[config.mk]
export PLATFORM = sky130hd
export DESIGN_NAME = incremental_pid_torque_to_pwm_unit
export DESIGN_NICKNAME = d
export VERILOG_FILES = /design/src/itpwm_pkg.sv /design/src/itpwm_ctrl.sv /design/src/itpwm_dp.sv /design/src/incremental_pid_torque_to_pwm_unit.sv
export SDC_FILE = /design/constraint.sdc
export NUM_CORES = 2
export LEC_CHECK = 0
export ABC_AREA = 1
export BUFFER_PORTS_ARGS = -buffer_cell sky130_fd_sc_hd__buf_2
export CORE_MARGIN = 2
export CORE_UTILIZATION = 65
export CTS_BUF_LIST = sky130_fd_sc_hd__clkbuf_4 sky130_fd_sc_hd__clkbuf_8
export DETAILED_ROUTE_END_ITERATION = 10
export PLACE_DENSITY_LB_ADDON = 0.12
export SYNTH_ARGS = -nofsm -noshare
export SYNTH_HDL_FRONTEND = slang
export SYNTH_SLANG_ARGS = --single-unit
[constraint.sdc]
create_clock -name i_clk -period 18.2 [get_ports i_clk]
set_input_delay 1.82 -clock i_clk [delete_from_list [all_inputs] [get_ports i_clk]]
set_output_delay 1.82 -clock i_clk [all_outputs]
set_load 0.1 [all_outputs]
[src/itpwm_pkg.sv]
// Package for the incremental PID torque-to-PWM unit.
// Shared constants, register indexes and the controller-to-datapath command type.
// No dependencies.
package itpwm_pkg;

    localparam int CFG_ADDR_W = 3;
    localparam int CFG_DATA_W = 16;
    localparam int GAIN_W = 16;
    localparam int LIMIT_W = 15;
    localparam int DUTY_W = 16;
    localparam int MODE_W = 2;
    localparam int TORQUE_FRAC_BITS = 8;

    // Register indexes on the config port
    localparam logic [CFG_ADDR_W-1:0] CFG_KP_GAIN     = 3'd0;
    localparam logic [CFG_ADDR_W-1:0] CFG_KI_GAIN     = 3'd1;
    localparam logic [CFG_ADDR_W-1:0] CFG_KD_GAIN     = 3'd2;
    localparam logic [CFG_ADDR_W-1:0] CFG_STEP_LIMIT  = 3'd3;
    localparam logic [CFG_ADDR_W-1:0] CFG_TOTAL_LIMIT = 3'd4;
    localparam logic [CFG_ADDR_W-1:0] CFG_PWM_PERIOD  = 3'd5;
    localparam logic [CFG_ADDR_W-1:0] CFG_DUTY_GAIN   = 3'd6;

    // Reset values
    localparam logic [GAIN_W-1:0]     RST_KP_GAIN     = 16'd256;
    localparam logic [GAIN_W-1:0]     RST_KI_GAIN     = 16'd0;
    localparam logic [GAIN_W-1:0]     RST_KD_GAIN     = 16'd0;
    localparam logic [LIMIT_W-1:0]    RST_STEP_LIMIT  = 15'd256;
    localparam logic [LIMIT_W-1:0]    RST_TOTAL_LIMIT = 15'd2560;
    localparam logic [DUTY_W-1:0]     RST_PWM_PERIOD  = 16'd3600;
    localparam logic [GAIN_W-1:0]     RST_DUTY_GAIN   = 16'd256;

    // Modes
    localparam logic [MODE_W-1:0] MODE_HOLD = 2'd0;
    localparam logic [MODE_W-1:0] MODE_PID  = 2'd1;
    localparam logic [MODE_W-1:0] MODE_OPEN = 2'd2;

    // floor(x/10) == (x * DIV10_MUL) >> DIV10_SHIFT for x < 2^18
    localparam int DIV10_MUL   = 52429;
    localparam int DIV10_SHIFT = 19;
    localparam int DIV10_PROD_W = 33;

    typedef enum logic [3:0] {
        OP_NONE,
        OP_MUL_P,
        OP_MUL_I,
        OP_MUL_D,
        OP_STEP,
        OP_ACC,
        OP_MUL_DUTY,
        OP_DUTY,
        OP_OUT
    } t_dp_op;

    typedef struct packed {
        logic   load;   // latch the accepted input word
        t_dp_op op;     // datapath step for this cycle
    } t_dp_cmd;

endpackage

[src/itpwm_ctrl.sv]
// Controller for the incremental PID torque-to-PWM unit.
// Sequences the shared multiplier and owns the output valid flag.
// Depends on itpwm_pkg.
module itpwm_ctrl (
    input  logic                          i_clk,
    input  logic                          i_rst_n,
    input  logic                          i_in_valid,
    output logic                          o_in_ready,
    input  logic [itpwm_pkg::MODE_W-1:0]  i_mode,
    output logic                          o_out_valid,
    input  logic                          i_out_ready,
    output itpwm_pkg::t_dp_cmd            o_cmd
);

    typedef enum logic [3:0] {
        S_IDLE,
        S_MUL_P,
        S_MUL_I,
        S_MUL_D,
        S_STEP,
        S_ACC,
        S_MUL_DUTY,
        S_DUTY,
        S_OUT
    } t_state;

    t_state r_state, n_state;
    logic   r_out_valid, n_out_valid;
    logic   w_accept;
    logic   w_out_free;

    assign w_accept   = i_in_valid && (r_state == S_IDLE);
    assign w_out_free = !r_out_valid || i_out_ready;

    always_comb begin
        n_state     = r_state;
        n_out_valid = r_out_valid && !i_out_ready;
        o_cmd.load  = w_accept;
        o_cmd.op    = itpwm_pkg::OP_NONE;
        case (r_state)
            S_IDLE: begin
                if (w_accept) begin
                    case (i_mode)
                        itpwm_pkg::MODE_PID:  n_state = S_MUL_P;
                        itpwm_pkg::MODE_OPEN: n_state = S_MUL_DUTY;
                        default:              n_state = S_OUT;
                    endcase
                end
            end
            S_MUL_P: begin
                o_cmd.op = itpwm_pkg::OP_MUL_P;
                n_state  = S_MUL_I;
            end
            S_MUL_I: begin
                o_cmd.op = itpwm_pkg::OP_MUL_I;
                n_state  = S_MUL_D;
            end
            S_MUL_D: begin
                o_cmd.op = itpwm_pkg::OP_MUL_D;
                n_state  = S_STEP;
            end
            S_STEP: begin
                o_cmd.op = itpwm_pkg::OP_STEP;
                n_state  = S_ACC;
            end
            S_ACC: begin
                o_cmd.op = itpwm_pkg::OP_ACC;
                n_state  = S_MUL_DUTY;
            end
            S_MUL_DUTY: begin
                o_cmd.op = itpwm_pkg::OP_MUL_DUTY;
                n_state  = S_DUTY;
            end
            S_DUTY: begin
                o_cmd.op = itpwm_pkg::OP_DUTY;
                n_state  = S_OUT;
            end
            S_OUT: begin
                // wait for the output slot to drain
                if (w_out_free) begin
                    o_cmd.op    = itpwm_pkg::OP_OUT;
                    n_out_valid = 1'b1;
                    n_state     = S_IDLE;
                end
            end
            default: n_state = S_IDLE;
        endcase
    end

    always_ff @(posedge i_clk) begin
        if (!i_rst_n) begin
            r_state     <= S_IDLE;
            r_out_valid <= 1'b0;
        end else begin
            r_state     <= n_state;
            r_out_valid <= n_out_valid;
        end
    end

    assign o_in_ready  = (r_state == S_IDLE);
    assign o_out_valid = r_out_valid;

endmodule

[src/itpwm_dp.sv]
// Datapath for the incremental PID torque-to-PWM unit.
// Config registers, error history, one shared multiplier, clamps and output word.
// Depends on itpwm_pkg.
module itpwm_dp #(
    parameter int TORQUE_WIDTH   = 16,
    parameter int GAIN_FRAC_BITS = 8
) (
    input  logic                              i_clk,
    input  logic                              i_rst_n,
    input  itpwm_pkg::t_dp_cmd                i_cmd,
    input  logic [itpwm_pkg::MODE_W-1:0]      i_mode,
    input  logic signed [TORQUE_WIDTH-1:0]    i_target,
    input  logic signed [TORQUE_WIDTH-1:0]    i_measured,
    input  logic                              i_cfg_we,
    input  logic [itpwm_pkg::CFG_ADDR_W-1:0]  i_cfg_addr,
    input  logic [itpwm_pkg::CFG_DATA_W-1:0]  i_cfg_data,
    output logic [itpwm_pkg::DUTY_W-1:0]      o_pwm_duty,
    output logic                              o_reverse_direction,
    output logic signed [TORQUE_WIDTH-1:0]    o_drive_torque
);

    localparam int TW  = TORQUE_WIDTH;
    localparam int EW  = TW + 1;                     // error
    localparam int DW  = TW + 3;                     // multiplier operand a
    localparam int GW  = itpwm_pkg::GAIN_W + 1;      // gain as signed
    localparam int PW  = DW + GW;                    // product
    localparam int SW  = PW + 2;                     // PID sum
    localparam int AW  = ((TW > 16) ? TW : 16) + 2;  // accumulator update
    localparam int OSH = itpwm_pkg::TORQUE_FRAC_BITS + GAIN_FRAC_BITS;
    localparam int QW  = PW + 1;                     // duty compare
    localparam int DUW = itpwm_pkg::DUTY_W;
    localparam int MW  = itpwm_pkg::DIV10_PROD_W;
    localparam longint TMAX_L = (longint'(1) << (TW - 1)) - 1;
    localparam logic signed [AW-1:0] TMAX = AW'(TMAX_L);

    // config registers
    logic [itpwm_pkg::GAIN_W-1:0]  r_kp, r_ki, r_kd, r_duty_gain;
    logic [itpwm_pkg::LIMIT_W-1:0] r_step_limit, r_total_limit;
    logic [DUW-1:0]                r_period;

    // item registers
    logic [itpwm_pkg::MODE_W-1:0]  r_mode;
    logic signed [TW-1:0]          r_target;
    logic signed [EW-1:0]          r_err;
    logic signed [PW-1:0]          r_prod;
    logic signed [SW-1:0]          r_sum;
    logic signed [15:0]            r_step;
    logic [DUW-1:0]                r_lo, r_hi;

    // controller state kept across items
    logic signed [EW-1:0]          r_e1, r_e2;
    logic signed [TW-1:0]          r_acc;
    logic [DUW-1:0]                r_held_duty;
    logic                          r_held_dir;

    // output word
    logic [DUW-1:0]                r_out_duty;
    logic                          r_out_dir;
    logic signed [TW-1:0]          r_out_torque;

    always_ff @(posedge i_clk) begin
        if (!i_rst_n) begin
            r_kp          <= itpwm_pkg::RST_KP_GAIN;
            r_ki          <= itpwm_pkg::RST_KI_GAIN;
            r_kd          <= itpwm_pkg::RST_KD_GAIN;
            r_step_limit  <= itpwm_pkg::RST_STEP_LIMIT;
            r_total_limit <= itpwm_pkg::RST_TOTAL_LIMIT;
            r_period      <= itpwm_pkg::RST_PWM_PERIOD;
            r_duty_gain   <= itpwm_pkg::RST_DUTY_GAIN;
        end else if (i_cfg_we) begin
            case (i_cfg_addr)
                itpwm_pkg::CFG_KP_GAIN:     r_kp <= i_cfg_data;
                itpwm_pkg::CFG_KI_GAIN:     r_ki <= i_cfg_data;
                itpwm_pkg::CFG_KD_GAIN:     r_kd <= i_cfg_data;
                itpwm_pkg::CFG_STEP_LIMIT:  r_step_limit <= i_cfg_data[itpwm_pkg::LIMIT_W-1:0];
                itpwm_pkg::CFG_TOTAL_LIMIT: r_total_limit <= i_cfg_data[itpwm_pkg::LIMIT_W-1:0];
                itpwm_pkg::CFG_PWM_PERIOD:  r_period <= i_cfg_data;
                itpwm_pkg::CFG_DUTY_GAIN:   r_duty_gain <= i_cfg_data;
                default: ;
            endcase
        end
    end

    // duty bounds: lo = floor(p/10), hi = floor(9p/10) = p - ceil(p/10)
    logic [MW-1:0] w_lo_prod, w_ceil_prod;
    assign w_lo_prod   = MW'(r_period) * MW'(itpwm_pkg::DIV10_MUL);
    assign w_ceil_prod = (MW'(r_period) + MW'(9)) * MW'(itpwm_pkg::DIV10_MUL);

    always_ff @(posedge i_clk) begin
        r_lo <= DUW'(w_lo_prod >> itpwm_pkg::DIV10_SHIFT);
        r_hi <= r_period - DUW'(w_ceil_prod >> itpwm_pkg::DIV10_SHIFT);
    end

    // shared multiplier operands
    logic signed [DW-1:0] w_op_a;
    logic signed [GW-1:0] w_op_b;
    logic signed [PW-1:0] w_prod;

    always_comb begin
        w_op_a = '0;
        w_op_b = '0;
        case (i_cmd.op)
            itpwm_pkg::OP_MUL_P: begin
                w_op_a = DW'(r_err) - DW'(r_e1);
                w_op_b = $signed({1'b0, r_kp});
            end
            itpwm_pkg::OP_MUL_I: begin
                w_op_a = DW'(r_err);
                w_op_b = $signed({1'b0, r_ki});
            end
            itpwm_pkg::OP_MUL_D: begin
                w_op_a = DW'(r_err) - (DW'(r_e1) <<< 1) + DW'(r_e2);
                w_op_b = $signed({1'b0, r_kd});
            end
            itpwm_pkg::OP_MUL_DUTY: begin
                if (r_mode == itpwm_pkg::MODE_PID) begin
                    w_op_a = r_acc[TW-1] ? -DW'(r_acc) : DW'(r_acc);
                end else begin
                    w_op_a = DW'(r_target);
                end
                w_op_b = $signed({1'b0, r_duty_gain});
            end
            default: ;
        endcase
    end

    assign w_prod = w_op_a * w_op_b;

    // step: floor shift, clamp to +-step_limit
    logic signed [SW-1:0] w_total, w_shift, w_slim, w_step;
    assign w_total = r_sum + SW'(r_prod);
    assign w_shift = w_total >>> GAIN_FRAC_BITS;
    assign w_slim  = $signed(SW'(r_step_limit));

    always_comb begin
        if (w_shift > w_slim)       w_step = w_slim;
        else if (w_shift < -w_slim) w_step = -w_slim;
        else                        w_step = w_shift;
    end

    // accumulator: clamp to +-total_limit, then to the torque range
    logic signed [AW-1:0] w_acc_sum, w_tlim, w_acc_c1, w_acc_c2;
    assign w_acc_sum = AW'(r_acc) + AW'(r_step);
    assign w_tlim    = $signed(AW'(r_total_limit));

    always_comb begin
        if (w_acc_sum > w_tlim)       w_acc_c1 = w_tlim;
        else if (w_acc_sum < -w_tlim) w_acc_c1 = -w_tlim;
        else                          w_acc_c1 = w_acc_sum;
        if (w_acc_c1 > TMAX)          w_acc_c2 = TMAX;
        else if (w_acc_c1 < -TMAX)    w_acc_c2 = -TMAX;
        else                          w_acc_c2 = w_acc_c1;
    end

    // duty: lo + floor(prod / 2^OSH), clamped to [lo, hi]
    logic signed [QW-1:0] w_duty_raw, w_qlo, w_qhi, w_duty;
    assign w_qlo      = $signed(QW'(r_lo));
    assign w_qhi      = $signed(QW'(r_hi));
    assign w_duty_raw = QW'(r_prod >>> OSH) + w_qlo;

    always_comb begin
        if (w_duty_raw > w_qhi)      w_duty = w_qhi;
        else if (w_duty_raw < w_qlo) w_duty = w_qlo;
        else                         w_duty = w_duty_raw;
    end

    // payload registers
    always_ff @(posedge i_clk) begin
        if (i_cmd.load) begin
            r_mode   <= i_mode;
            r_target <= i_target;
            r_err    <= EW'(i_target) - EW'(i_measured);
        end
        case (i_cmd.op)
            itpwm_pkg::OP_MUL_P,
            itpwm_pkg::OP_MUL_DUTY: r_prod <= w_prod;
            itpwm_pkg::OP_MUL_I: begin
                r_prod <= w_prod;
                r_sum  <= SW'(r_prod);
            end
            itpwm_pkg::OP_MUL_D: begin
                r_prod <= w_prod;
                r_sum  <= r_sum + SW'(r_prod);
            end
            itpwm_pkg::OP_STEP: r_step <= 16'(w_step);
            itpwm_pkg::OP_OUT: begin
                r_out_duty   <= r_held_duty;
                r_out_dir    <= r_held_dir;
                r_out_torque <= r_acc;
            end
            default: ;
        endcase
    end

    // state carried between items
    always_ff @(posedge i_clk) begin
        if (!i_rst_n) begin
            r_e1        <= '0;
            r_e2        <= '0;
            r_acc       <= '0;
            r_held_duty <= '0;
            r_held_dir  <= 1'b0;
        end else begin
            case (i_cmd.op)
                itpwm_pkg::OP_ACC: begin
                    r_acc      <= TW'(w_acc_c2);
                    r_held_dir <= w_acc_c2[AW-1];
                    r_e2       <= r_e1;
                    r_e1       <= r_err;
                end
                itpwm_pkg::OP_DUTY: r_held_duty <= DUW'(w_duty);
                default: ;
            endcase
        end
    end

    assign o_pwm_duty          = r_out_duty;
    assign o_reverse_direction = r_out_dir;
    assign o_drive_torque      = r_out_torque;

endmodule

[src/incremental_pid_torque_to_pwm_unit.sv]
// Top level of the incremental PID torque-to-PWM unit.
// Instantiates itpwm_ctrl and itpwm_dp; depends on itpwm_pkg.
//
// Usage
//   One motor channel. Each input word on the s_axis side is one control tick:
//   tuser carries the mode (0 hold, 1 closed-loop PID, 2 open loop, 3 = hold),
//   tdata the target and measured torque (signed, 8 fraction bits).
//   Each tick gives exactly one output word on the m_axis side: PWM compare
//   value, direction bit and the accumulated drive torque.
//   Config registers are written on the cfg port (index, 16-bit data); the
//   port is always ready. Write only while no tick is in flight.
//
// Timing
//   The multiplier is shared by P, I, D and the duty scaling, so a PID tick
//   steps through MUL_P, MUL_I, MUL_D, STEP, ACC, MUL_DUTY, DUTY and OUT, open
//   loop through MUL_DUTY, DUTY and OUT, and hold through OUT alone. The next
//   word is accepted in the cycle after the previous result is loaded into the
//   output register. A stalled output holds its word; the unit finishes the
//   next tick and waits with it until the output register frees up.
//
// Reset (synchronous, active low): history, accumulator and held duty clear
// to zero, config registers return to their defaults, no output is valid.
module incremental_pid_torque_to_pwm_unit #(
    parameter int TORQUE_WIDTH   = 16,
    parameter int GAIN_FRAC_BITS = 8
) (
    input  logic                                   i_clk,
    input  logic                                   i_rst_n,
    // input stream
    input  logic                                   s_axis_tvalid,
    output logic                                   s_axis_tready,
    // [TW-1:0] target_torque, [2TW-1:TW] measured_torque, zero pad above
    input  logic [((2*TORQUE_WIDTH+7)/8)*8-1:0]    s_axis_tdata,
    // [1:0] mode
    input  logic [itpwm_pkg::MODE_W-1:0]           s_axis_tuser,
    // output stream
    output logic                                   m_axis_tvalid,
    input  logic                                   m_axis_tready,
    // [15:0] pwm_duty, [16] reverse_direction, [16+TW:17] drive_torque, zero pad
    output logic [((17+TORQUE_WIDTH+7)/8)*8-1:0]   m_axis_tdata,
    // config write port
    input  logic                                   i_cfg_valid,
    output logic                                   o_cfg_ready,
    input  logic [itpwm_pkg::CFG_ADDR_W-1:0]       i_cfg_addr,
    input  logic [itpwm_pkg::CFG_DATA_W-1:0]       i_cfg_data
);

    localparam int TW     = TORQUE_WIDTH;
    localparam int OUT_DW = ((17 + TW + 7) / 8) * 8;
    localparam int DUW    = itpwm_pkg::DUTY_W;

    itpwm_pkg::t_dp_cmd    w_cmd;
    logic [DUW-1:0]        w_duty;
    logic                  w_dir;
    logic signed [TW-1:0]  w_torque;

    assign o_cfg_ready = 1'b1;

    itpwm_ctrl u_ctrl (
        .i_clk       (i_clk),
        .i_rst_n     (i_rst_n),
        .i_in_valid  (s_axis_tvalid),
        .o_in_ready  (s_axis_tready),
        .i_mode      (s_axis_tuser),
        .o_out_valid (m_axis_tvalid),
        .i_out_ready (m_axis_tready),
        .o_cmd       (w_cmd)
    );

    itpwm_dp #(
        .TORQUE_WIDTH   (TORQUE_WIDTH),
        .GAIN_FRAC_BITS (GAIN_FRAC_BITS)
    ) u_dp (
        .i_clk               (i_clk),
        .i_rst_n             (i_rst_n),
        .i_cmd               (w_cmd),
        .i_mode              (s_axis_tuser),
        .i_target            ($signed(s_axis_tdata[TW-1:0])),
        .i_measured          ($signed(s_axis_tdata[2*TW-1:TW])),
        .i_cfg_we            (i_cfg_valid),
        .i_cfg_addr          (i_cfg_addr),
        .i_cfg_data          (i_cfg_data),
        .o_pwm_duty          (w_duty),
        .o_reverse_direction (w_dir),
        .o_drive_torque      (w_torque)
    );

    // pack the output word, duty in the low bits
    assign m_axis_tdata = OUT_DW'({w_torque, w_dir, w_duty});

endmodule

==> flow_metrics.py <==
metrics = {
    "routing": {
        "drtPass1Iterations": 8,
        "drtIter0Drc": 4089,
        "top_layer": "met5",
        "drcViolationCount": 0,
        "wl_met3_mm": 14.27,
        "wl_mm": 145.5,
        "ant_nets": 0,
        "met1_length_mm": 57.16,
        "wire_per_inst_um": 20.79,
        "vias": 40620,
        "via_per_inst": 5.804,
        "wl_met2_mm": 63.85,
    },
    "run_status": {
        "status": "finished clean",
    },
    "global_route": {
        "antenna_found_initial": 26,
        "grt_overflow": 0,
        "grt_pass1_wl_mm": 225.4,
        "grt_pass1_vias": 39720,
        "grt_max_degree": 110,
        "track_usage_pct": 39.83,
    },
    "setup_path": {
        "critPathCaptureType": "flip-flop",
        "r2r_setup_slack_ps": 9010,
        "cpMaxStageDelayCell": "nand3_1",
        "slowest_delay_ps": 650,
        "crit_fanout": 16,
        "cp.arrival_ps": 9610,
        "critPathBufInv": 8,
        "cp_common_cell": "inv_1",
        "worstReg2RegEnd": "u_dp.r_prod[26]",
        "startpoint_type": "flip-flop",
        "r2r_cells": 34,
        "required_ps": 18620,
        "rr_startpoint": "u_dp.r_err[2]",
        "cp_top_family": "adder cells",
        "crit_type": "flip-flop to flip-flop",
    },
    "logic_synthesis": {
        "avgSynthCellArea_um2": 7.885,
        "ys_types": 60,
        "synth_top_cell_by_area": "fa_1",
        "ys_ff_latch": 369,
        "synth-main-ff-cell": "dfxtp_1",
        "synth_edf_count": 158,
        "synth_area_leaders": "fa_1 21%, ha_1 16%, edfxtp_1 10%, inv_1 9.3%, dfxtp_1 9.1%",
        "yosysSeqAreaShare_pct": 19.26,
        "synth-warning-count": 0,
        "syn_inst": 5905,
        "async_flop_share_pct": 0,
        "yosys.area.top_type_share_pct": 21.20,
        "synthesis.area_mm2": 0.04656,
        "synth_most_common_cell": "inv_1",
        "yosys-top-cells-count": "1,154 x inv_1, 1,105 x nand2_1, 608 x ha_1, 493 x fa_1, 472 x nor2_1",
    },
    "timing": {
        "setup_viol": 0,
        "finalClockSkew_ps": 44.27,
        "hold_viol_final": 0,
        "totalNegativeSetupSlack_ps": 0,
        "finalCriticalPeriod_ps": 9189,
        "slew_viol_final": 0,
        "clock.fmax_mhz": 108.8,
        "grt_setup_unrepaired": "false",
        "post-route-period-util_pct": 50.49,
        "tightest_slew_ps": 1200,
        "postLayoutSetupSlackWorst_ps": 9011,
        "relSlewSlack_pct": 20.00,
    },
    "cts": {
        "cts.path.max_buffers": 3,
        "post_cts_buffers": 0,
        "clk_pin_slew_worst_paths_ps": 60,
        "h-tree-depth": 3,
        "cts.repair.resized": 0,
        "cts_tree": "built",
        "cts_root_buf": "clkbuf_8",
        "cts-buffers-inserted": 71,
        "clock-sinks": 369,
        "cts_hold_buf": 0,
        "clk_latency_ps": 700,
    },
    "placed_design": {
        "dp_slack_ps": 9205,
        "port_buffers": 92,
        "gp_congestion": 0.9818,
        "dp_hpwl_mm": 117.3,
    },
    "power_and_ir_drop": {
        "ir_worst_vdd_uv": 123.9,
        "p_leak_uw": 0.02553,
        "power.density_mw_per_mm2": 105.1,
    },
    "die": {
        "ios": 101,
        "fp.coreArea_mm2": 0.07124,
        "die_w_um": 271.6,
        "initial_core_util_pct": 65.35,
        "rows": 98,
        "die_area_mm2": 0.07379,
        "die_y_um": 271.6,
    },
    "hold_path": {
        "hold_path_depth": 0,
        "hold_path.class": "flip-flop to flip-flop",
        "hp-start": "u_dp.r_held_duty[5]",
        "hold_path_end": "u_dp.o_pwm_duty[5]",
    },
    "final_layout": {
        "layout-drive-gt1-share_pct": 5.257,
        "layout.nets": 7131,
        "area_delta_synth_final_pct": 6.544,
    },
    "run": {
        "maxCapViolCount": 0,
    },
}
## cells by family after synthesis
kind of cell,Yosys count,share of synthesized area [%]
AND/OR/NAND/NOR,1986,17.66
AO/OA/AOI/OAI,947,11.09
buffers and inverters,1304,10.71
adder cells (fa/ha/maj),1101,37.54
XOR/XNOR,196,3.727
other,2,0.01613
flip-flops,369,19.26
## worst max-delay path by stage
stage | depth (start not counted) | to | from | slack, ps
CTS | 38 | u_dp.r_hi[14] | u_dp.r_period[1] | 9220
detailed placement | 34 | u_dp.r_prod[26] | u_dp.r_err[2] | 9210
global placement | 34 | u_dp.r_prod[26] | u_dp.r_err[2] | 9320
floorplan | 32 | u_dp.r_prod[35] | u_dp.r_e2[3] | 10370
finish | 34 | u_dp.r_prod[26] | u_dp.r_err[2] | 9010
global route | 38 | u_dp.r_hi[14] | u_dp.r_period[1] | 8440
## through the flow
step           utilization, %  hold slack [ps]  cell area (um^2)  power, uW  cells
3_3_place_gp            67.30            416.8             47940       4129   6849
5_1_grt                 69.62            422.2             49600       5642   6995
6_report                69.63            419.5             49610       5212   6999
4_1_cts                 69.56            399.7             49560       5163   6980
3_5_place_dp            67.30            416.9             47940       4182   6849
2_1_floorplan               -            403.0             46580       3320   5911
## sequential cells by signal (all words and copies together) (netlist names), 17 cells and up
register and count:
u_dp.r_e1 17, u_dp.r_e2 17, u_dp.r_err 17, u_dp.r_prod 36, u_dp.r_sum 38
## placed cells by master, fill, tap and decap left out, drive strengths merged, types with 9 or more instances in the layout
cell type	instances
o211ai	26
a21o	16
diode	19
clkbuf	95
fa	493
o21bai	18
buf	128
inv	1163
nor3	63
a21oi	413
o221ai	9
xor2	139
a31oi	23
nor4	11
nor2	481
clkinv	27
ha	608
or2	10
o22ai	16
o21a	15
nand3b	20
o21ai	374
dfxtp	211
nand3	224
nand2	1117
nand4	54
xnor2	57
edfxtp	158
## worst reg2reg max path: cells and delay by family, from the launching register on
kind	cells	cell delay [ps]
buf+inv	8	530
xor+xnor	1	130
simple gates	9	1890
flops	1	380
compound gates	7	1700
fa+ha+maj	9	4330
## layout make-up
cell class	count	area (um^2)
multi-input cells	4238	32680
fillers	6031	21640
flip-flops and latches	369	8969
inverters	1164	4369
clock buffers	95	1195
well taps	950	1189
repair buffers	128	733.2
clock inverters	36	419.2
diodes	19	47.55
## routing by layer
layer	vias to the layer above	track usage (%)
met1	19300	51.52
met2	1869	61.47
met4	6	23.76
met3	429	8.757
li1	19030	-
met5	-	0
## where the power goes
part	switching, uW	internal, uW
sequential	91.4	1010
clock	421	539
combinational	2100	1050
total	2620	2590
Power figures use the tool's default switching activity.
